**src/sv/obdpr_pkg.sv**
```systemverilog
// Shared types, codes and constant tables for the OBD PID request responder.
// No dependencies; imported by every module of the block.
package obdpr_pkg;

    // Item kinds carried on s_tuser
    localparam logic [1:0] OP_REQUEST = 2'd0;
    localparam logic [1:0] OP_SET     = 2'd1;
    localparam logic [1:0] OP_TICK    = 2'd2;

    // Configuration register indexes
    localparam logic [2:0] CFG_VIN_0_3   = 3'd0;
    localparam logic [2:0] CFG_VIN_4_7   = 3'd1;
    localparam logic [2:0] CFG_VIN_8_11  = 3'd2;
    localparam logic [2:0] CFG_VIN_12_15 = 3'd3;
    localparam logic [2:0] CFG_VIN_16    = 3'd4;

    localparam logic [31:0] VIN_0_3_RESET   = 32'd877932866;
    localparam logic [31:0] VIN_4_7_RESET   = 32'd1177765195;
    localparam logic [31:0] VIN_8_11_RESET  = 32'd943805745;
    localparam logic [31:0] VIN_12_15_RESET = 32'd842216501;
    localparam logic [7:0]  VIN_16_RESET    = 8'd54;

    localparam logic [10:0] ID_BROADCAST = 11'h7DF;
    localparam logic [10:0] ID_DIRECT    = 11'h7E0;

    localparam logic [7:0] MODE_CURRENT = 8'h01;
    localparam logic [7:0] MODE_DTC     = 8'h03;
    localparam logic [7:0] MODE_VEHICLE = 8'h09;

    localparam logic [7:0] PID_SUPPORT_00 = 8'h00;
    localparam logic [7:0] PID_SUPPORT_20 = 8'h20;
    localparam logic [7:0] PID_SUPPORT_40 = 8'h40;
    localparam logic [7:0] PID_RUNTIME    = 8'h1F;
    localparam logic [7:0] PID_RPM        = 8'h0C;
    localparam logic [7:0] PID_VIN        = 8'h02;

    localparam logic [31:0] MASK_00 = 32'h1E3F8001;
    localparam logic [31:0] MASK_20 = 32'h00022001;
    localparam logic [31:0] MASK_40 = 32'h44001000;

    localparam logic [7:0] SF_LEN6     = 8'h06;
    localparam logic [7:0] RSP_CURRENT = 8'h41;
    localparam logic [7:0] RSP_DTC     = 8'h43;
    localparam logic [7:0] RSP_VEHICLE = 8'h49;
    localparam logic [7:0] FF_HEAD     = 8'h10;
    localparam logic [7:0] FF_LEN      = 8'h14;
    localparam logic [7:0] CF_SEQ1     = 8'h21;
    localparam logic [7:0] CF_SEQ2     = 8'h22;

    localparam int VALUE_SLOTS_DEFAULT = 16;
    localparam int KNOWN_SLOTS         = 16;
    localparam int SLOT_IDX_W          = 4;

    localparam logic [7:0] SLOT_PID [KNOWN_SLOTS] = '{
        8'h04, 8'h05, 8'h06, 8'h07, 8'h0B, 8'h0C, 8'h0D, 8'h0E,
        8'h0F, 8'h10, 8'h11, 8'h2F, 8'h33, 8'h42, 8'h46, 8'h5C
    };
    localparam logic [15:0] SLOT_RESET [KNOWN_SLOTS] = '{
        16'd128, 16'd130, 16'd128, 16'd128, 16'd101, 16'd2500, 16'd35, 16'd148,
        16'd75, 16'd320, 16'd25, 16'd166, 16'd101, 16'd14200, 16'd65, 16'd135
    };

    // Store access asked for by the frame builder
    typedef struct packed {
        logic                  wr_en;
        logic                  tick;
        logic [SLOT_IDX_W-1:0] slot;
        logic [15:0]           wr_data;
    } store_req_t;

    // One result frame, or none
    typedef struct packed {
        logic        has_frame;
        logic        last;
        logic [63:0] bytes;
    } frame_t;

    function automatic logic is_wide(input logic [7:0] pid);
        return (pid == 8'h0C) || (pid == 8'h10) || (pid == 8'h42);
    endfunction

    // Slot lookup: {hit, index}
    function automatic logic [SLOT_IDX_W:0] find_slot(input logic [7:0] pid);
        logic [SLOT_IDX_W:0] res;
        res = '0;
        for (int i = KNOWN_SLOTS - 1; i >= 0; i--) begin
            if (SLOT_PID[i] == pid) begin
                res = {1'b1, SLOT_IDX_W'(i)};
            end
        end
        return res;
    endfunction

endpackage

```
**src/sv/obd_pid_request_responder_top.sv**
```systemverilog
// Top level of the OBD PID request responder: input register, frame
// sequencer, VIN registers and output register. Depends on obdpr_pkg,
// obdpr_value_store and obdpr_frame_builder.
//
// Usage:
//  - s_ channel carries one item per transfer: a received request frame,
//    a write of a stored PID value, or a one-second tick (kind on s_tuser).
//  - m_ channel carries response frames, eight data bytes each; m_tlast
//    marks the final frame of a response (every single frame, and the
//    third frame of a VIN answer).
//  - cfg_ channel writes the VIN registers; it is always ready. Write only
//    while no item is in flight.
//  - Path: an item is captured in the input register, and each of its frames is
//    then registered in the output register that drives m_.
//  - Throughput: one item per cycle for items that give zero or one frame while
//    m_tready is high; a VIN request holds the input register until all three of its frames have been sent.
//  - Reset (aresetn low, synchronous) empties both registers, restores the
//    default PID values, clears the seconds counter and loads the default VIN.
//  - When m_tready is low the output register holds its frame; the input
//    register holds its item until its frames move on, and s_tready drops.
module obd_pid_request_responder_top
    import obdpr_pkg::*;
#(
    parameter int VALUE_SLOTS = VALUE_SLOTS_DEFAULT
) (
    input  logic        aclk,
    input  logic        aresetn,
    input  logic        s_tvalid,
    output logic        s_tready,
    // [10:0] request_id, [18:11] service_mode, [26:19] pid_byte,
    // [42:27] set_value, [47:43] zero
    input  logic [47:0] s_tdata,
    // [1:0] operation
    input  logic [1:0]  s_tuser,
    output logic        m_tvalid,
    input  logic        m_tready,
    // [63:0] frame_bytes
    output logic [63:0] m_tdata,
    output logic        m_tlast,
    input  logic        cfg_valid,
    output logic        cfg_ready,
    input  logic [2:0]  cfg_index,
    input  logic [31:0] cfg_wdata
);
    // Input register
    logic        in_valid_reg, in_valid_next;
    logic [1:0]  op_reg;
    logic [42:0] data_reg;
    logic [1:0]  frame_idx_reg, frame_idx_next;

    // Output register
    logic        out_valid_reg, out_valid_next;
    logic [63:0] out_data_reg;
    logic        out_last_reg;

    // VIN registers
    logic [31:0] vin0_reg, vin1_reg, vin2_reg, vin3_reg;
    logic [7:0]  vin16_reg;

    frame_t      frame;
    store_req_t  req;
    logic [15:0] stored_value;
    logic [15:0] seconds;
    logic        out_free;
    logic        emit;
    logic        done;
    logic        take;

    // Output register frees when empty or when its frame transfers
    assign out_free = !out_valid_reg || m_tready;
    assign emit     = in_valid_reg && frame.has_frame && out_free;
    // Release the held item once it has nothing more to send
    assign done     = in_valid_reg && (!frame.has_frame || (out_free && frame.last));
    assign s_tready = !in_valid_reg || done;
    assign take     = s_tvalid && s_tready;

    always_comb begin
        in_valid_next = in_valid_reg;
        if (take) begin
            in_valid_next = 1'b1;
        end else if (done) begin
            in_valid_next = 1'b0;
        end
        frame_idx_next = frame_idx_reg;
        if (emit) begin
            frame_idx_next = frame.last ? 2'd0 : frame_idx_reg + 2'd1;
        end
        out_valid_next = out_valid_reg;
        if (emit) begin
            out_valid_next = 1'b1;
        end else if (m_tready) begin
            out_valid_next = 1'b0;
        end
    end

    always_ff @(posedge aclk) begin
        if (!aresetn) begin
            in_valid_reg  <= 1'b0;
            frame_idx_reg <= 2'd0;
            out_valid_reg <= 1'b0;
        end else begin
            in_valid_reg  <= in_valid_next;
            frame_idx_reg <= frame_idx_next;
            out_valid_reg <= out_valid_next;
        end
    end

    // Payload registers: capture on transfer, hold otherwise
    always_ff @(posedge aclk) begin
        if (take) begin
            op_reg   <= s_tuser;
            data_reg <= s_tdata[42:0];
        end
        if (emit) begin
            out_data_reg <= frame.bytes;
            out_last_reg <= frame.last;
        end
    end

    // VIN configuration registers; indexes beyond the list are dropped
    assign cfg_ready = 1'b1;

    always_ff @(posedge aclk) begin
        if (!aresetn) begin
            vin0_reg  <= VIN_0_3_RESET;
            vin1_reg  <= VIN_4_7_RESET;
            vin2_reg  <= VIN_8_11_RESET;
            vin3_reg  <= VIN_12_15_RESET;
            vin16_reg <= VIN_16_RESET;
        end else if (cfg_valid) begin
            unique case (cfg_index)
                CFG_VIN_0_3:   vin0_reg  <= cfg_wdata;
                CFG_VIN_4_7:   vin1_reg  <= cfg_wdata;
                CFG_VIN_8_11:  vin2_reg  <= cfg_wdata;
                CFG_VIN_12_15: vin3_reg  <= cfg_wdata;
                CFG_VIN_16:    vin16_reg <= cfg_wdata[7:0];
                default: ;
            endcase
        end
    end

    obdpr_frame_builder u_builder (
        .operation    (op_reg),
        .request_id   (data_reg[10:0]),
        .service_mode (data_reg[18:11]),
        .pid_byte     (data_reg[26:19]),
        .set_value    (data_reg[42:27]),
        .frame_idx    (frame_idx_reg),
        .stored_value (stored_value),
        .seconds      (seconds),
        .vin          ({vin0_reg, vin1_reg, vin2_reg, vin3_reg, vin16_reg}),
        .frame        (frame),
        .req          (req)
    );

    // Store writes and ticks take effect in the single cycle the item is released
    obdpr_value_store #(
        .VALUE_SLOTS (VALUE_SLOTS)
    ) u_store (
        .aclk    (aclk),
        .aresetn (aresetn),
        .req_en  (done),
        .req     (req),
        .rd_data (stored_value),
        .seconds (seconds)
    );

    assign m_tvalid = out_valid_reg;
    assign m_tdata  = out_data_reg;
    assign m_tlast  = out_last_reg;

endmodule

```
**src/sv/obdpr_value_store.sv**
```systemverilog
// Parameter value store and seconds counter of the OBD PID responder.
// Depends on obdpr_pkg.
module obdpr_value_store
    import obdpr_pkg::*;
#(
    parameter int VALUE_SLOTS = VALUE_SLOTS_DEFAULT
) (
    input  logic        aclk,
    input  logic        aresetn,
    input  logic        req_en,
    input  store_req_t  req,
    output logic [15:0] rd_data,
    output logic [15:0] seconds
);
    localparam int SLOT_W = $clog2(VALUE_SLOTS);

    logic [15:0]       store_reg [VALUE_SLOTS];
    logic [15:0]       seconds_reg;
    logic [SLOT_W-1:0] slot_ext;

    assign slot_ext = SLOT_W'(req.slot);

    for (genvar g = 0; g < VALUE_SLOTS; g++) begin : g_slot
        localparam logic [15:0] RST = (g < KNOWN_SLOTS) ? SLOT_RESET[g % KNOWN_SLOTS] : 16'd0;
        always_ff @(posedge aclk) begin
            if (!aresetn) begin
                store_reg[g] <= RST;
            end else if (req_en && req.wr_en && (slot_ext == SLOT_W'(g))) begin
                store_reg[g] <= req.wr_data;
            end
        end
    end

    always_ff @(posedge aclk) begin
        if (!aresetn) begin
            seconds_reg <= '0;
        end else if (req_en && req.tick) begin
            seconds_reg <= seconds_reg + 16'd1;
        end
    end

    assign rd_data = store_reg[slot_ext];
    assign seconds = seconds_reg;

endmodule

```
**src/sv/obdpr_frame_builder.sv**
```systemverilog
// Decode of one held item into a response frame and a store access.
// Depends on obdpr_pkg.
module obdpr_frame_builder
    import obdpr_pkg::*;
(
    input  logic [1:0]   operation,
    input  logic [10:0]  request_id,
    input  logic [7:0]   service_mode,
    input  logic [7:0]   pid_byte,
    input  logic [15:0]  set_value,
    input  logic [1:0]   frame_idx,
    input  logic [15:0]  stored_value,
    input  logic [15:0]  seconds,
    input  logic [135:0] vin,
    output frame_t       frame,
    output store_req_t   req
);
    logic [SLOT_IDX_W:0] lookup;
    logic                id_ok;
    logic [15:0]         value;

    assign lookup = find_slot(pid_byte);
    assign id_ok  = (request_id == ID_BROADCAST) || (request_id == ID_DIRECT);
    // RPM is reported as four times the stored value, wrapped to 16 bits
    assign value  = (pid_byte == PID_RPM) ? {stored_value[13:0], 2'b00} : stored_value;

    always_comb begin
        frame       = '0;
        frame.last  = 1'b1;
        req.wr_en   = 1'b0;
        req.tick    = 1'b0;
        req.slot    = lookup[SLOT_IDX_W-1:0];
        req.wr_data = is_wide(pid_byte) ? set_value : {8'h00, set_value[7:0]};
        unique case (operation)
            OP_SET:  req.wr_en = lookup[SLOT_IDX_W];
            OP_TICK: req.tick  = 1'b1;
            OP_REQUEST: begin
                if (id_ok) begin
                    priority if (service_mode == MODE_CURRENT) begin
                        frame.has_frame = 1'b1;
                        priority if (pid_byte == PID_SUPPORT_00) begin
                            frame.bytes = {SF_LEN6, RSP_CURRENT, pid_byte, MASK_00, 8'h00};
                        end else if (pid_byte == PID_SUPPORT_20) begin
                            frame.bytes = {SF_LEN6, RSP_CURRENT, pid_byte, MASK_20, 8'h00};
                        end else if (pid_byte == PID_SUPPORT_40) begin
                            frame.bytes = {SF_LEN6, RSP_CURRENT, pid_byte, MASK_40, 8'h00};
                        end else if (pid_byte == PID_RUNTIME) begin
                            frame.bytes = {SF_LEN6, RSP_CURRENT, pid_byte, seconds, 24'h0};
                        end else if (!lookup[SLOT_IDX_W]) begin
                            frame.has_frame = 1'b0;
                        end else if (is_wide(pid_byte)) begin
                            frame.bytes = {SF_LEN6, RSP_CURRENT, pid_byte, value, 24'h0};
                        end else begin
                            frame.bytes = {SF_LEN6, RSP_CURRENT, pid_byte, value[7:0], 32'h0};
                        end
                    end else if (service_mode == MODE_VEHICLE) begin
                        priority if (pid_byte == PID_SUPPORT_00) begin
                            frame.has_frame = 1'b1;
                            frame.bytes = {SF_LEN6, RSP_VEHICLE, 24'h0, 8'h40, 16'h0};
                        end else if (pid_byte == PID_VIN) begin
                            frame.has_frame = 1'b1;
                            frame.last      = (frame_idx == 2'd2);
                            priority if (frame_idx == 2'd0) begin
                                frame.bytes = {FF_HEAD, FF_LEN, RSP_VEHICLE, PID_VIN, 8'h01,
                                               vin[135:112]};
                            end else if (frame_idx == 2'd1) begin
                                frame.bytes = {CF_SEQ1, vin[111:56]};
                            end else begin
                                frame.bytes = {CF_SEQ2, vin[55:0]};
                            end
                        end else begin
                            frame.has_frame = 1'b0;
                        end
                    end else if (service_mode == MODE_DTC) begin
                        frame.has_frame = 1'b1;
                        frame.bytes = {SF_LEN6, RSP_DTC, 48'h0};
                    end else begin
                        frame.has_frame = 1'b0;
                    end
                end
            end
            default: ;
        endcase
    end

endmodule
```
**config.mk**
```make
export PLATFORM = sky130hd
export DESIGN_NAME = obd_pid_request_responder_top
export DESIGN_NICKNAME = d
export VERILOG_FILES = /design/src/sv/obdpr_pkg.sv /design/src/sv/obd_pid_request_responder_top.sv /design/src/sv/obdpr_value_store.sv /design/src/sv/obdpr_frame_builder.sv
export SDC_FILE = /design/constraint.sdc
export NUM_CORES = 1
export LEC_CHECK = 0
export CAP_MARGIN = 20
export CORE_MARGIN = 8
export CORE_UTILIZATION = 42
export DETAILED_ROUTE_END_ITERATION = 8
export DONT_BUFFER_PORTS = 1
export SLEW_MARGIN = 40
export SYNTH_ARGS = -nofsm -noshare
export SYNTH_HDL_FRONTEND = slang
export SYNTH_SLANG_ARGS = --single-unit
```
**constraint.sdc**
```tcl
create_clock -name aclk -period 5.1 [get_ports aclk]
set_input_delay 0.255 -clock aclk [delete_from_list [all_inputs] [get_ports aclk]]
set_output_delay 0.255 -clock aclk [all_outputs]
set_load 0.01 [all_outputs]
```
==> results of run 1 <==
-- through the flow --
stage	util	total power [W]
2_1_floorplan	-	0.00479
3_3_place_gp	0.444	0.00490
3_5_place_dp	0.445	0.00491
4_1_cts	0.498	0.00902
5_1_grt	0.499	0.00921
6_report	0.499	0.00898
-- metal layers --
| layer | track usage | wire, um | vias to the layer above |
|---|---|---|---|
| li1 | - | - | 7483 |
| met1 | 0.295 | 28200 | 8151 |
| met2 | 0.360 | 31800 | 784 |
| met3 | 0.0475 | 5800 | 145 |
| met4 | 0.0729 | 2080 | 0 |
| met5 | 0 | 0 | - |
-- what timing repair did --
item / in CTS / in global routing
hold buffers: 85 / 0
resized for setup: 0 / 0
endpoints found under the setup margin: 0 / 0
endpoints found under the hold margin: 193 / 0
-- area by class of cell --
class	count	area, sq um	share of cell area
antenna	3	7.51	0.000295
clock buffer	65	1480	0.0580
clock inverter	34	364	0.0143
inverter	10	38.8	0.00153
multi-input combinational	1453	7730	0.304
sequential	501	13500	0.530
tap	680	851	0.0335
timing repair buffer	154	1470	0.0577
-- cells in the mapped netlist (11+ instances only) --
cell	instances
or3_1	41
nand2_1	469
clkbuf_1	96
o22ai_1	29
nand4_1	13
mux2_2	11
dfxtp_1	156
a21oi_1	128
buf_2	24
a31oi_1	13
xor2_1	11
and3_1	35
a32oi_1	17
nor3_1	17
nor2_1	182
buf_4	15
o21ai_0	71
mux2i_1	69
edfxtp_1	345
nand3_1	88
-- kinds of logic after synthesis --
logic type	count (synthesis)
fa+ha+maj	6
other cells	2
flops	501
compound gates	354
simple gates	909
mux	80
buf+inv	157
xor+xnor	13
-- path summary, 6_finish.rpt --
kind / endpoint / depth (start not counted) / start
max: m_tdata[31]$_SDFFCE_PN0P_ / 9 / data_reg[19]$_DFFE_PP_
min: vin1_reg[14]$_SDFFE_PN1P_ / 2 / aresetn
max reg2reg: m_tdata[31]$_SDFFCE_PN0P_ / 9 / data_reg[19]$_DFFE_PP_
min reg2reg: vin2_reg[1]$_SDFFE_PN0P_ / 2 / vin2_reg[1]$_SDFFE_PN0P_
-- report_power, final --
group          total, W  internal (W)  switching (W)
Clock           0.00405       0.00241        0.00164
Sequential      0.00450       0.00444      0.0000585
Combinational  0.000422      0.000140       0.000282
==> run summary, run 1 <==
EDFF count, synth = 345
grt total ovfl = 0
mapped cell area = 21,500 sq um
CP max FO = 40
Worst Setup End Kind = flop
Vias/cell = 5.71
first-pass GRT wire length = 101,000 um
relative slew slack = 0.402
Final Max Slew Viols = 0
syn_area_per_cell = 10.6 sq um
Synth Instances = 2,022
Fill cells = 4,546
clock sinks = 501
Worst-Margin Slew = 0.891 ns
TritonCTS clock tree = built
largest family of logic cells by synthesized area = simple AND/OR/NAND/NOR gates
most common cell after layout, fill and taps aside = nand2_1
Die X = 242 um
CP Cell Sequence = or4b_4 > or4b_4 > o211a_2 > nand2_4 > buf_4 > o311ai_0 > a221oi_2 > a22oi_1 > o221ai_1
Netlist cell types = 81
placed inst area = 22,700 sq um
Adder-Cell Fraction of Synth Area = 0.00338
Routed Antenna Nets = 0
routed via count = 16,563
Setup WS post-layout = 0.737 ns
synth warn = 0
Synth Area in XOR/XNOR = 0.00530
CP required = 5.50 ns
CP Launch Type = flop
crit share post-route = 0.855
max cap viols = 0
ys flop type = edfxtp_1
max FFs per register = 238
die height = 242 um
H-tree levels = 2
Buf/Inv on CP = 1
largest net degree at the start of global routing = 97
Crit Path Category = flop to flop
sequential area share after synthesis = 0.627
Avg WL per Cell = 23.4 um
Port Buf Inserts = 0
hold_ws = 0.0331 ns
Initial Utilization = 0.422
setup TNS = 0 ns
Peak VDD IR = 266 uV
post-synthesis simple-gate area fraction = 0.188
pre-CTS setup slack = 0.816 ns
share of cells above drive strength 1 = 0.0983
Compound-Gate Fraction of Synth Area = 0.104
Core Area = 51,000 sq um
CP arrival = 4.76 ns
reg2reg setup slack = 0.74 ns
drc violations = 0
largest cells by area after synthesis = edfxtp_1 48%, dfxtp_1 15%, nand2_1 8.2%
Worst-Skew Late Latency = 0.60 ns
final instance area = 25,400 sq um
setup violators final = 0
Final Hold Vio Count = 0
Post-CTS Setup Bufs = 0
clk slew on worst S/H paths = 0.06 ns
# IOs = 158
total die area = 58,700 sq um
most used cell, CP = or4b_4
RSZ-0062 raised after global routing = no
clock period minus worst slack = 4.36 ns
Non-Filler Instances = 2,900
Max stage delay on crit path = 0.64 ns
Max Clk Rate = 0.229 GHz
Root Buffer = clkbuf_16
Nets = 2,268
placed cells = 2,713
dpl hpwl = 43,900 um
Synth area leader = edfxtp_1
most frequent cells in the layout = 467 x nand2_1, 345 x edfxtp_1, 179 x nor2_1
ys async rst share = 0
initial antenna violation count = 3
Final GP Congestion = 0.853
wire length reported by the detailed router = 67,800 um
row count = 83
global-route usage over all layers = 0.222
synthesis-stage register bit count = 501
status = finished clean
Iteration-0 DRC Markers = 1,653
Crit path max-delay family = simple AND/OR/NAND/NOR gates
leakage dissipation = 8.72 nW
CTS Buf Count = 53
Worst path slowest cell = or4b_4
Area Overhead vs Synth = 18.2%
Setup Skew = 0.0290 ns
mux contribution to synthesized area = 0.0379
drt pass-1 iters = 6
Hold Crit Class = primary input to flop
power per cell area = 353 nW/um^2
vias in the first global route = 15,705
CTS max path bufs = 3
Synth top area share = 0.482
(Power assumes the default switching activity.)
==> run 2: changes to the inputs <==
CELL_PAD_IN_SITES_DETAIL_PLACEMENT = 1   (was not set)
CELL_PAD_IN_SITES_GLOBAL_PLACEMENT = 2   (was not set)
CORE_UTILIZATION = 38   (was 42)
PLACE_DENSITY_LB_ADDON = 0.1   (was not set)
==> run summary, run 2 (synthesis results as in run 1) <==
grt total ovfl = 0 (unchanged)
CP Launch Type = flop
total die area = 64,400 sq um (+9.8%)
Final Hold Vio Count = 0 (unchanged)
Core Area = 56,200 sq um (+10%)
clk slew on worst S/H paths = 0.06 ns (about the same)
Peak VDD IR = 257 uV (-3.5%)
Avg WL per Cell = 26.9 um (+15%)
Die X = 254 um (+4.8%)
drt pass-1 iters = 5 (-1)
max FFs per register = 238 (unchanged)
reg2reg path depth = 11 (+2)
Port Buf Inserts = 0 (unchanged)
setup violators final = 0 (unchanged)
Area Overhead vs Synth = 18.5%
crit share post-route = 0.919 (+0.0636)
Hold EP = u_store.seconds[5]$_SDFFE_PN0P_
TritonCTS clock tree = built
Worst-Skew Late Latency = 0.62 ns (+0.02 ns)
share of cells above drive strength 1 = 0.0968 (-0.00151)
Crit Path Category = flop to flop
most common cell after layout, fill and taps aside = nand2_1
Post-CTS Setup Bufs = 0 (unchanged)
dpl hpwl = 52,200 um (+19%)
routed via count = 16,521 (-0.25%)
first-pass GRT wire length = 117,000 um (+16%)
clock period minus worst slack = 4.69 ns (+0.324 ns)
leakage dissipation = 8.70 nW (-0.21%)
final design utilization = 0.454 (-0.0448)
Worst Setup End Kind = flop
RR Endpoint = m_tdata[33]$_SDFFCE_PN0P_
Initial Utilization = 0.383 (-0.0389)
most frequent cells in the layout = 468 x nand2_1, 345 x edfxtp_1, 178 x nor2_1
row count = 87 (+4.8%)
global-route usage over all layers = 0.246 (+0.0239)
final instance area = 25,500 sq um (+0.25%)
drc violations = 0 (unchanged)
Final GP Congestion = 0.813 (-4.6%)
r2r startpoint = data_reg[24]$_DFFE_PP_
max cap viols = 0 (unchanged)
CP required = 5.45 ns (-0.05 ns)
Iteration-0 DRC Markers = 1,012 (-39%)
vias in the first global route = 17,234 (+9.7%)
H-tree levels = 2 (unchanged)
clock sinks = 501 (unchanged)
reg2reg setup slack = 0.41 ns (-0.32 ns)
HP Start = aresetn
Setup Skew = 0.0212 ns (-0.00779 ns)
CP max FO = 43 (+7.5%)
Root Buffer = clkbuf_16
die height = 254 um (+4.8%)
setup TNS = 0 ns (unchanged)
post_cts resized = 0 (unchanged)
Nets = 2,278 (+0.44%)
Hold Crit Class = primary input to flop
CTS max path bufs = 3 (unchanged)
CP arrival = 5.03 ns (+0.27 ns)
relative slew slack = 0.436 (+0.0341)
Vias/cell = 5.53 (-3.3%)
hold buffer count at cts = 86 (+1.2%)
Routed Antenna Nets = 0 (unchanged)
RSZ-0062 raised after global routing = no
initial antenna violation count = 2 (-1)
power per cell area = 349 nW/um^2 (-1.3%)
# IOs = 158 (unchanged)
placed inst area = 22,800 sq um (+0.53%)
status = finished clean
largest net degree at the start of global routing = 87 (-10%)
worst hold stages = 2 (unchanged)
CTS Buf Count = 57 (+7.5%)
pre-CTS setup slack = 0.398 ns (-0.418 ns)
Max Clk Rate = 0.213 GHz (-6.9%)
Worst-Margin Slew = 0.846 ns (-0.0452 ns)
Setup WS post-layout = 0.413 ns (-0.324 ns)
Final Max Slew Viols = 0 (unchanged)
wire length reported by the detailed router = 80,500 um (+19%)
## run 2: through the flow
stage,hold WS [ns],total power [W],cells
floorplan,0.354,0.00479,2111
global placement,0.354,0.00492,2792
detailed placement,0.354,0.00494,2794
CTS,0.00623,0.00896,2987
global route,0.0488,0.00914,2988
finish,0.0467,0.00888,2990
## run 2: final cells by class
cell class | count | area (sq um)
multi-input cells | 1453 | 7740
inverters | 10 | 38.8
flip-flops and latches | 501 | 13500
diodes | 3 | 7.51
fillers | 6133 | 30700
well taps | 756 | 946
repair buffers | 160 | 1500
clock inverters | 25 | 189
clock buffers | 82 | 1580
## run 2: worst max-delay path by stage
stage / startpoint / endpoint / slack, ns / cells after the start
2_1_floorplan: data_reg[19]$_DFFE_PP_ / frame_idx_reg[0]$_SDFFE_PN0P_ / 0.72 / 12
3_3_place_gp: data_reg[24]$_DFFE_PP_ / m_tdata[33]$_SDFFCE_PN0P_ / 0.21 / 11
3_5_place_dp: data_reg[24]$_DFFE_PP_ / m_tdata[33]$_SDFFCE_PN0P_ / 0.40 / 11
4_1_cts: data_reg[24]$_DFFE_PP_ / m_tdata[33]$_SDFFCE_PN0P_ / 0.40 / 11
5_1_grt: data_reg[24]$_DFFE_PP_ / m_tdata[33]$_SDFFCE_PN0P_ / 0.33 / 11
6_report: data_reg[24]$_DFFE_PP_ / m_tdata[33]$_SDFFCE_PN0P_ / 0.41 / 11
## run 2: worst max-delay path, cell delays in order, from the launching register on
cell and delay [ns]:
edfxtp_1 0.61, or4b_1 0.78, o32a_1 0.42, nand4_4 0.41, buf_12 0.29, nor2_1 0.07
nor2_1 0.19, o21ai_0 0.11, a31oi_1 0.36, and3_1 0.39, o21ai_0 0.20, a221oi_1 0.51
## run 2: report_power, final
group,switching (W),internal (W)
Sequential,0.0000605,0.00445
Combinational,0.000311,0.000141
Clock,0.00168,0.00225
## run 2: metal layers
layer,part of all wire,vias up,GRT usage
met3,0.041,149,0.0316
met4,0.043,0,0.108
li1,-,7492,-
met5,0,-,0
met2,0.51,430,0.442
met1,0.40,8450,0.293
